--- src/hdl/dq_pkg.sv ---
// ----------------------------------------------------------------------------
// dq_pkg: shared types and constants of the double-ended queue
// Command and status codes, field widths and the control bundle that is
// passed from the top level to the pointer unit.
// ----------------------------------------------------------------------------
package dq_pkg;

    localparam int CAPACITY_DEF = 64;
    localparam int DATA_W       = 32;
    localparam int CMD_W        = 3;
    localparam int STATUS_W     = 2;
    localparam int COUNT_W      = 7;

    // Front and back read as this value while the queue is empty
    localparam logic signed [DATA_W-1:0] EMPTY_MARK = -32'sd999999;

    typedef enum logic [CMD_W-1:0] {
        CMD_QUERY     = 3'd0,
        CMD_INS_FRONT = 3'd1,
        CMD_INS_BACK  = 3'd2,
        CMD_REM_FRONT = 3'd3,
        CMD_REM_BACK  = 3'd4,
        CMD_CLEAR     = 3'd5
    } cmd_t;

    typedef enum logic [STATUS_W-1:0] {
        ST_OK        = 2'd0,
        ST_UNDERFLOW = 2'd1,
        ST_OVERFLOW  = 2'd2
    } status_t;

    typedef struct packed {
        logic accept;
        cmd_t cmd;
    } ptr_ctl_t;

endpackage

--- src/hdl/dq_ifs.sv ---
// ----------------------------------------------------------------------------
// dq_req_if / dq_rsp_if: command and result channels
// Valid/ready channels; a transaction completes when valid and ready are
// both high at a rising clock edge.
// ----------------------------------------------------------------------------
interface dq_req_if
    import dq_pkg::*;
();
    logic                     valid;
    logic                     ready;
    logic [CMD_W-1:0]         command;
    logic signed [DATA_W-1:0] value;

    modport source (output valid, output command, output value, input ready);
    modport sink   (input valid, input command, input value, output ready);
endinterface

interface dq_rsp_if
    import dq_pkg::*;
();
    logic                     valid;
    logic                     ready;
    logic [STATUS_W-1:0]      status;
    logic signed [DATA_W-1:0] first_value;
    logic signed [DATA_W-1:0] last_value;
    logic [COUNT_W-1:0]       count;

    modport source (output valid, output status, output first_value,
                    output last_value, output count, input ready);
    modport sink   (input valid, input status, input first_value,
                    input last_value, input count, output ready);
endinterface

--- src/hdl/dq_ram.sv ---
// ----------------------------------------------------------------------------
// dq_ram: slot memory
// One write port and two read ports, read data registered.
// ----------------------------------------------------------------------------
module dq_ram
    import dq_pkg::*;
#(
    parameter int  DEPTH = CAPACITY_DEF,
    localparam int AW    = $clog2(DEPTH)
)
(
    input  logic                     clk,
    input  logic                     wr_en,
    input  logic [AW-1:0]            wr_addr,
    input  logic signed [DATA_W-1:0] wr_data,
    input  logic                     rd_en,
    input  logic [AW-1:0]            rd_addr_a,
    input  logic [AW-1:0]            rd_addr_b,
    output logic signed [DATA_W-1:0] rd_data_a,
    output logic signed [DATA_W-1:0] rd_data_b
);

    logic signed [DATA_W-1:0] mem [DEPTH];

    always_ff @(posedge clk)
    begin
        if (wr_en)
        begin
            mem[wr_addr] <= wr_data;
        end
        if (rd_en)
        begin
            rd_data_a <= mem[rd_addr_a];
            rd_data_b <= mem[rd_addr_b];
        end
    end

endmodule

--- src/hdl/dq_ptr.sv ---
// ----------------------------------------------------------------------------
// dq_ptr: ring pointers and occupancy
// Decode the command, move the front or back pointer, update the count and
// produce the slot write and the read addresses of the two ends.
// ----------------------------------------------------------------------------
module dq_ptr
    import dq_pkg::*;
#(
    parameter int  DEPTH = CAPACITY_DEF,
    localparam int AW    = $clog2(DEPTH),
    localparam int OW    = $clog2(DEPTH + 1)
)
(
    input  logic          clk,
    input  logic          rst_n,
    input  ptr_ctl_t      ctl,
    output logic          wr_en,
    output logic [AW-1:0] wr_addr,
    output logic [AW-1:0] rd_front,
    output logic [AW-1:0] rd_back,
    output logic [OW-1:0] occ,
    output status_t       status
);

    logic [AW-1:0] front_reg, front_next;
    logic [AW-1:0] back_reg, back_next;
    logic [OW-1:0] occ_reg, occ_next;
    status_t       status_reg, status_next;

    logic          full, empty, ins_ok;
    logic [AW-1:0] front_up, front_dn, back_up, back_dn;

    assign full  = (occ_reg == OW'(DEPTH));
    assign empty = (occ_reg == '0);

    assign front_up = (front_reg == AW'(DEPTH - 1)) ? '0 : front_reg + 1'b1;
    assign front_dn = (front_reg == '0) ? AW'(DEPTH - 1) : front_reg - 1'b1;
    assign back_up  = (back_reg == AW'(DEPTH - 1)) ? '0 : back_reg + 1'b1;
    assign back_dn  = (back_reg == '0) ? AW'(DEPTH - 1) : back_reg - 1'b1;

    always_comb
    begin
        front_next  = front_reg;
        back_next   = back_reg;
        occ_next    = occ_reg;
        status_next = ST_OK;
        ins_ok      = 1'b0;
        wr_addr     = back_reg;
        case (ctl.cmd)
            CMD_INS_FRONT:
            begin
                wr_addr = front_dn;
                if (full)
                begin
                    status_next = ST_OVERFLOW;
                end
                else
                begin
                    ins_ok     = 1'b1;
                    front_next = front_dn;
                    occ_next   = occ_reg + 1'b1;
                end
            end
            CMD_INS_BACK:
            begin
                if (full)
                begin
                    status_next = ST_OVERFLOW;
                end
                else
                begin
                    ins_ok    = 1'b1;
                    back_next = back_up;
                    occ_next  = occ_reg + 1'b1;
                end
            end
            CMD_REM_FRONT:
            begin
                if (empty)
                begin
                    status_next = ST_UNDERFLOW;
                end
                else
                begin
                    front_next = front_up;
                    occ_next   = occ_reg - 1'b1;
                end
            end
            CMD_REM_BACK:
            begin
                if (empty)
                begin
                    status_next = ST_UNDERFLOW;
                end
                else
                begin
                    back_next = back_dn;
                    occ_next  = occ_reg - 1'b1;
                end
            end
            CMD_CLEAR:
            begin
                front_next = '0;
                back_next  = '0;
                occ_next   = '0;
            end
            default:
            begin
                // query and unused codes leave the state alone
            end
        endcase
    end

    assign wr_en = ctl.accept && ins_ok;

    always_ff @(posedge clk or negedge rst_n)
    begin
        if (!rst_n)
        begin
            front_reg  <= '0;
            back_reg   <= '0;
            occ_reg    <= '0;
            status_reg <= ST_OK;
        end
        else if (ctl.accept)
        begin
            front_reg  <= front_next;
            back_reg   <= back_next;
            occ_reg    <= occ_next;
            status_reg <= status_next;
        end
    end

    // Back pointer sits one past the last element
    assign rd_front = front_reg;
    assign rd_back  = back_dn;
    assign occ      = occ_reg;
    assign status   = status_reg;

endmodule

--- src/hdl/double_ended_queue_top.sv ---
// ----------------------------------------------------------------------------
// double_ended_queue_top: bounded double-ended queue of signed 32-bit values
// Ring of CAPACITY slots in a synchronous RAM with front/back pointers.
// ----------------------------------------------------------------------------
// Usage:
//   req carries one command per transaction (query, insert front, insert
//   back, remove front, remove back, clear) plus the value to insert.
//   rsp returns one result per command: status, front and back elements
//   after the command (-999999 when empty) and the element count.
// Timing:
//   A command accepted at a clock edge updates pointers and writes the slot
//   at that edge; S_READ then reads both ends from the slot RAM and S_LOAD
//   loads the result register once it is free or being drained. req.ready
//   is high again in the cycle after the result is loaded, so the next command
//   can enter while the previous result still waits on rsp.
//   The order is set by the slot RAM: write, then a registered read.
// Reset:
//   Pointers and count return to zero, no result is pending. Slot contents
//   are not cleared; data from unoccupied slots never reaches rsp.
// Stall:
//   If rsp is stalled when a second result is ready, hold it in the read
//   registers and keep req.ready low until the result register frees up.
// ----------------------------------------------------------------------------
module double_ended_queue_top
    import dq_pkg::*;
#(
    parameter int CAPACITY = CAPACITY_DEF
)
(
    input  logic clk,
    input  logic rst_n,
    dq_req_if.sink   req,
    dq_rsp_if.source rsp
);

    localparam int AW = $clog2(CAPACITY);
    localparam int OW = $clog2(CAPACITY + 1);

    typedef enum logic [2:0] {
        S_IDLE = 3'b001,
        S_READ = 3'b010,
        S_LOAD = 3'b100
    } state_t;

    state_t state_reg, state_next;

    ptr_ctl_t                 ctl;
    logic                     wr_en;
    logic [AW-1:0]            wr_addr;
    logic [AW-1:0]            rd_front;
    logic [AW-1:0]            rd_back;
    logic [OW-1:0]            occ;
    status_t                  status;
    logic signed [DATA_W-1:0] rd_data_a;
    logic signed [DATA_W-1:0] rd_data_b;
    logic                     accept;
    logic                     load;

    logic                     out_valid_reg, out_valid_next;
    logic [STATUS_W-1:0]      status_reg;
    logic signed [DATA_W-1:0] first_reg;
    logic signed [DATA_W-1:0] last_reg;
    logic [COUNT_W-1:0]       count_reg;
    logic [OW+COUNT_W-1:0]    occ_wide;

    // Take a command only while no other command is in flight
    assign req.ready = (state_reg == S_IDLE);
    assign accept    = req.valid && req.ready;

    assign ctl.accept = accept;
    assign ctl.cmd    = cmd_t'(req.command);

    dq_ptr #(
        .DEPTH (CAPACITY)
    ) u_ptr (
        .clk      (clk),
        .rst_n    (rst_n),
        .ctl      (ctl),
        .wr_en    (wr_en),
        .wr_addr  (wr_addr),
        .rd_front (rd_front),
        .rd_back  (rd_back),
        .occ      (occ),
        .status   (status)
    );

    dq_ram #(
        .DEPTH (CAPACITY)
    ) u_ram (
        .clk       (clk),
        .wr_en     (wr_en),
        .wr_addr   (wr_addr),
        .wr_data   (req.value),
        .rd_en     (state_reg == S_READ),
        .rd_addr_a (rd_front),
        .rd_addr_b (rd_back),
        .rd_data_a (rd_data_a),
        .rd_data_b (rd_data_b)
    );

    // Load the result once the result register is free or being drained
    assign load = (state_reg == S_LOAD) && (!out_valid_reg || rsp.ready);

    always_comb
    begin
        state_next = state_reg;
        unique case (state_reg)
            S_IDLE:
            begin
                if (accept)
                begin
                    state_next = S_READ;
                end
            end
            S_READ:
            begin
                state_next = S_LOAD;
            end
            S_LOAD:
            begin
                if (load)
                begin
                    state_next = S_IDLE;
                end
            end
            default:
            begin
                state_next = S_IDLE;
            end
        endcase
    end

    always_comb
    begin
        out_valid_next = out_valid_reg;
        if (load)
        begin
            out_valid_next = 1'b1;
        end
        else if (rsp.ready)
        begin
            out_valid_next = 1'b0;
        end
    end

    always_ff @(posedge clk or negedge rst_n)
    begin
        if (!rst_n)
        begin
            state_reg     <= S_IDLE;
            out_valid_reg <= 1'b0;
        end
        else
        begin
            state_reg     <= state_next;
            out_valid_reg <= out_valid_next;
        end
    end

    // Count field carries the low bits of the occupancy
    assign occ_wide = {{COUNT_W{1'b0}}, occ};

    always_ff @(posedge clk)
    begin
        if (load)
        begin
            status_reg <= status;
            count_reg  <= occ_wide[COUNT_W-1:0];
            if (occ == '0)
            begin
                first_reg <= EMPTY_MARK;
                last_reg  <= EMPTY_MARK;
            end
            else
            begin
                first_reg <= rd_data_a;
                last_reg  <= rd_data_b;
            end
        end
    end

    assign rsp.valid       = out_valid_reg;
    assign rsp.status      = status_reg;
    assign rsp.first_value = first_reg;
    assign rsp.last_value  = last_reg;
    assign rsp.count       = count_reg;

    // Occupancy never exceeds the ring size
    a_occ_bound: assert property (@(posedge clk) disable iff (!rst_n)
        occ <= OW'(CAPACITY))
        else $error("occupancy above capacity");

    // A fresh result only follows the load state
    a_valid_src: assert property (@(posedge clk) disable iff (!rst_n)
        $rose(out_valid_reg) |-> $past(state_reg == S_LOAD))
        else $error("result raised outside load");

    // Underflow only reported on an empty queue
    a_underflow_empty: assert property (@(posedge clk) disable iff (!rst_n)
        rsp.valid && (rsp.status == ST_UNDERFLOW) |->
            (rsp.count == '0) && (rsp.first_value == EMPTY_MARK))
        else $error("underflow on non-empty queue");

    // No command enters while a result waits to be loaded
    a_no_overlap: assert property (@(posedge clk) disable iff (!rst_n)
        (state_reg == S_LOAD) && !load |=> (state_reg == S_LOAD) && !req.ready)
        else $error("command taken during pending load");

endmodule

--- src/flat_wrapper.sv ---
// flat-port wrapper written by rule: the top's interface ports become plain ports
module double_ended_queue_top_flat import dq_pkg::*;
#(
    parameter int CAPACITY = CAPACITY_DEF
)
  (clk, rst_n, req_valid, req_command, req_value, req_ready, rsp_valid, rsp_status, rsp_first_value, rsp_last_value, rsp_count, rsp_ready);
  dq_req_if req_i ();
  dq_rsp_if rsp_i ();
  input  logic clk;
  input  logic rst_n;
  input wire logic [$bits(req_i.valid)-1:0] req_valid;
  input wire logic [$bits(req_i.command)-1:0] req_command;
  input wire logic [$bits(req_i.value)-1:0] req_value;
  output wire logic [$bits(req_i.ready)-1:0] req_ready;
  output wire logic [$bits(rsp_i.valid)-1:0] rsp_valid;
  output wire logic [$bits(rsp_i.status)-1:0] rsp_status;
  output wire logic [$bits(rsp_i.first_value)-1:0] rsp_first_value;
  output wire logic [$bits(rsp_i.last_value)-1:0] rsp_last_value;
  output wire logic [$bits(rsp_i.count)-1:0] rsp_count;
  input wire logic [$bits(rsp_i.ready)-1:0] rsp_ready;
  assign req_i.valid = req_valid;
  assign req_i.command = req_command;
  assign req_i.value = req_value;
  assign req_ready = req_i.ready;
  assign rsp_valid = rsp_i.valid;
  assign rsp_status = rsp_i.status;
  assign rsp_first_value = rsp_i.first_value;
  assign rsp_last_value = rsp_i.last_value;
  assign rsp_count = rsp_i.count;
  assign rsp_i.ready = rsp_ready;
  double_ended_queue_top #(.CAPACITY(CAPACITY)) u_core (.clk(clk), .rst_n(rst_n), .req(req_i), .rsp(rsp_i));
endmodule
--- config.mk ---
export PLATFORM = sky130hd
export DESIGN_NAME = double_ended_queue_top_flat
export DESIGN_NICKNAME = d
export VERILOG_FILES = /design/src/hdl/dq_pkg.sv /design/src/hdl/dq_ifs.sv /design/src/hdl/dq_ram.sv /design/src/hdl/dq_ptr.sv /design/src/hdl/double_ended_queue_top.sv /design/src/flat_wrapper.sv
export SDC_FILE = /design/constraint.sdc
export NUM_CORES = 2
export LEC_CHECK = 0
export ABC_CLOCK_PERIOD_IN_PS = 8000
export BUFFER_PORTS_ARGS = -buffer_cell sky130_fd_sc_hd__buf_4
export CORE_MARGIN = 10
export CORE_UTILIZATION = 38
export DETAILED_ROUTE_END_ITERATION = 7
export RECOVER_POWER = 100
export REMOVE_ABC_BUFFERS = 1
export SLEW_MARGIN = 10
export SYNTH_ARGS = -nofsm -noshare
export SYNTH_HDL_FRONTEND = slang
export SYNTH_SLANG_ARGS = --single-unit
--- constraint.sdc ---
create_clock -name clk -period 8 [get_ports clk]
set_clock_uncertainty 0.15 [all_clocks]
set_input_delay 1.2 -clock clk [delete_from_list [all_inputs] [get_ports clk]]
set_output_delay 1.2 -clock clk [all_outputs]
set_load 0.02 [all_outputs]
==> results.json <==
{
  "outcome": "finished, violations left",
  "failed_checks": "max-capacitance violations, max-slew violations",
  "hpwl_um": 219000,
  "wl_um": 368000,
  "finalNonFillerCells": 10558,
  "ant_nets": 0,
  "yosys-top-cells-area": "edfxtp_1 (64%), mux4_2 (16%), nand2_1 (5.2%), mux2i_1 (2.5%), nand3_1 (2.3%)",
  "synthesis.area_um2": 102000,
  "irDropWorstVdd_mv": 0.456,
  "areaGrowthSynthToFinish_pct": 12.1,
  "top_usage_layer": "met2",
  "pre_cts_slack_ns": 2.68,
  "report.final.slew_viol_count": 2732,
  "drive_above_1_share_pct": 19.5,
  "hold_end": "u_core.rsp.status[1]",
  "vias_per_cell": 6.46,
  "core_area_um2": 268000,
  "drt_pass1_iterations": 7,
  "grt_setup_unrepaired": "false",
  "reg2reg_depth": 11,
  "worstMarginPinSlew_ns": 4.49,
  "grt_max_degree": 139,
  "min_path_cells": 0,
  "p_int_mw": 26.4,
  "final_nets": 6835,
  "swShare_pct": 43.5,
  "async_flop_share_pct": 1.13,
  "clock_latency_ns": 0.92,
  "ios": 114,
  "fillers": 23706,
  "hold_viol_final": 0,
  "end_kind": "flop",
  "root_buffer": "clkbuf_16",
  "synthFlopType": "edfxtp_1",
  "cts_tree": "yes",
  "holdWs_ns": 0.305,
  "wl_per_cell_um": 34.9,
  "worstReg2RegEnd": "u_core.u_ram.rd_data_b[7]",
  "leakage_nw": 36.7,
  "synth_edf_count": 2185,
  "use_met3_pct": 7.67,
  "place_inst": 10103,
  "synth_area_per_cell_um2": 15.1,
  "gp_congestion": 0.895,
  "setup_tns_ns": 0,
  "yosysWarnings": 0,
  "drc": 0,
  "postSynthCellCount": 6757,
  "power_density_nw_per_um2": 408,
  "num_vias": 68161,
  "cts_resized": 0,
  "required_ns": 8.51,
  "synth_cell_types": 76,
  "regMostFlops": "u_core.u_ram.mem",
  "critical_path.max_fanout": 91,
  "fin_crit_sh_pct": 82.3,
  "grtUsageTotal_pct": 24.4,
  "cts_num_sinks": 2210,
  "grt_use_met2_pct": 35.9,
  "cts-buffers-inserted": 229,
  "synth_seq_cells": 2210,
  "finalPower_mw": 46.8,
  "hp-start": "u_core.u_ptr.status[1]",
  "drv_cap": 47,
  "seqPwrFrac_pct": 29.0,
  "reg2reg_from": "u_core.u_ptr.back_reg[1]",
  "die_w_um": 539,
  "drt_iter0_drc": 11025,
  "post-synth-top-area-cell": "edfxtp_1",
  "synth_top_area_share_pct": 64.2,
  "dpl_cell_area_um2": 108000,
  "finalSetupViolations": 0,
  "clk_path_buf_depth": 3,
  "ctsHtreeMaxLevel": 4,
  "setup.worst_path.class": "reg2reg",
  "grt_pass1_vias": 65261,
  "antenna_found_initial": 36,
  "slew_headroom_pct": -199,
  "largest_reg_flops": 2048,
  "grt_pass1_wl_um": 512000,
  "max_freq_mhz": 152,
  "arrival_ns": 7.09,
  "dieArea_um2": 290000,
  "grt_use_met1_pct": 33.2,
  "multi_input_area_um2": 34100,
  "grt.overflow.total": 0,
  "start_kind": "flop",
  "start_util_pct": 38.2,
  "clkTransAtPathRegs_ns": 0.06,
  "ff_latch_area_um2": 66300,
  "p_comb_share_pct": 48.0,
  "post-route-cell-area_um2": 115000,
  "switchingPower_mw": 20.4,
  "utilization_pct": 42.8,
  "layout_min_cycle_time_ns": 6.59,
  "hold_class": "reg2reg",
  "die_h_um": 539,
  "clockPowerShare_pct": 23.0,
  "yosysSeqAreaShare_pct": 64.8,
  "rows": 190,
  "layout_setup_ws_ns": 1.41,
  "reg2reg_slack_ns": 1.41,
  "port_buffers": 113
}
[power by group through the flow]
stage	registers, mW	clock network (mW)	logic (mW)
floorplan	14.3	0	15.1
global placement	13.8	0	21.7
detailed placement	13.8	0	21.7
CTS	13.5	10.8	21.8
global route	13.6	11.3	23.0
finish	13.6	10.8	22.4
[critical path, stage by stage (launching register included)]
cell,delay [ns]
dfrtp_1,0.51
inv_1,0.17
ha_4,0.26
or3b_1,0.48
o21ai_0,0.58
buf_4,0.50
clkbuf_2,1.72
mux4_2,0.49
nand2_1,0.06
a31oi_1,0.61
nor2_1,0.31
a21oi_1,0.41
[repair_timing]
action	4_1_cts	5_1_grt
endpoints found under the hold margin	3	0
endpoints found under the setup margin	0	0
buffers inserted	0	0
hold buffers	1	0
[routing by layer]
metal | up-vias | part of all wire (%)
met4 | 16 | 5.2
met3 | 904 | 14
met2 | 5268 | 44
met1 | 35080 | 38
met5 | - | 0.042
li1 | 26893 | -
[cell families (layout without fill, tap and decap cells)]
family                     after synthesis  in the layout  share of synthesized area (%)
and+or+nand+nor                       2349           2349                           10.0
DFF                                   2210           2210                           64.8
muxes                                  974            974                           18.2
AOI/OAI and AO/OA                      667            667                           4.27
buffers and inverters                  534            757                           2.45
xor gates and xnor gates                12             12                          0.103
adders and majority gates               11             11                          0.142
other                                    0             26                              0
[layout by cell type, fill, tap and decap left out, types with 9 or more instances in the layout]
cell | Yosys | layout
o21ai_0 | 44 | 45
a32oi_1 | 79 | 79
clkinv_2 | 0 | 64
clkinvlp_4 | 0 | 13
o31ai_1 | 13 | 12
edfxtp_1 | 2185 | 2185
and2_0 | 0 | 20
nor2_1 | 146 | 71
clkinv_1 | 1 | 44
and2_1 | 29 | 9
dfrtp_1 | 24 | 19
a21oi_1 | 204 | 204
buf_4 | 42 | 156
nand2b_1 | 45 | 45
nor3_1 | 28 | 28
mux4_2 | 707 | 707
clkbuf_16 | 0 | 230
a22oi_1 | 22 | 22
nand3_1 | 470 | 470
nand4_1 | 128 | 128
nand2_1 | 1403 | 1399
a211oi_1 | 24 | 24
ha_1 | 10 | 9
nor4_1 | 46 | 46
bufinv_16 | 0 | 21
mux2i_1 | 255 | 255
a31oi_1 | 122 | 122
inv_1 | 15 | 14
diode_2 | 0 | 26
o22ai_1 | 70 | 70
and3_1 | 15 | 15
clkbuf_1 | 303 | 157
clkbuf_2 | 0 | 9
nor2_4 | 0 | 67
mux2_2 | 10 | 9
and4_1 | 9 | 9
buf_12 | 2 | 27
[how the worst max path moves through the flow]
stage / from / to / depth (start not counted)
CTS: u_core.u_ptr.rd_front[0] / u_core.u_ram.mem[18][12] / 7
floorplan: u_core.u_ptr.back_reg[0] / u_core.u_ram.rd_data_b[16] / 9
finish: u_core.u_ptr.back_reg[1] / u_core.u_ram.rd_data_b[7] / 11
detailed placement: req_command[2] / u_core.u_ram.mem[24][22] / 7
global placement: u_core.u_ptr.back_reg[1] / u_core.u_ram.rd_data_b[22] / 12
global route: u_core.u_ptr.back_reg[1] / u_core.u_ram.rd_data_b[28] / 10
[layout make-up]
class,instances,area share (%)
Sequential cell,2210,57.8
Multi-Input combinational cell,4013,29.8
Clock buffer,266,5.14
Tap cell,3552,3.88
Timing Repair Buffer,315,1.94
Clock inverter,160,1.36
Antenna cell,26,0.0568
Inverter,16,0.0535
[Yosys cell counts (42+ instances only)]
master    instances
a21oi_1         204
a31oi_1         122
a32oi_1          79
buf_1            82
buf_2            60
buf_4            42
clkbuf_1        303
edfxtp_1       2185
mux2i_1         255
mux4_2          707
nand2_1        1403
nand2b_1         45
nand3_1         470
nand4_1         128
nor2_1          146
nor4_1           46
o21ai_0          44
o22ai_1          70
Note: power is estimated with default switching activity, not from simulation.
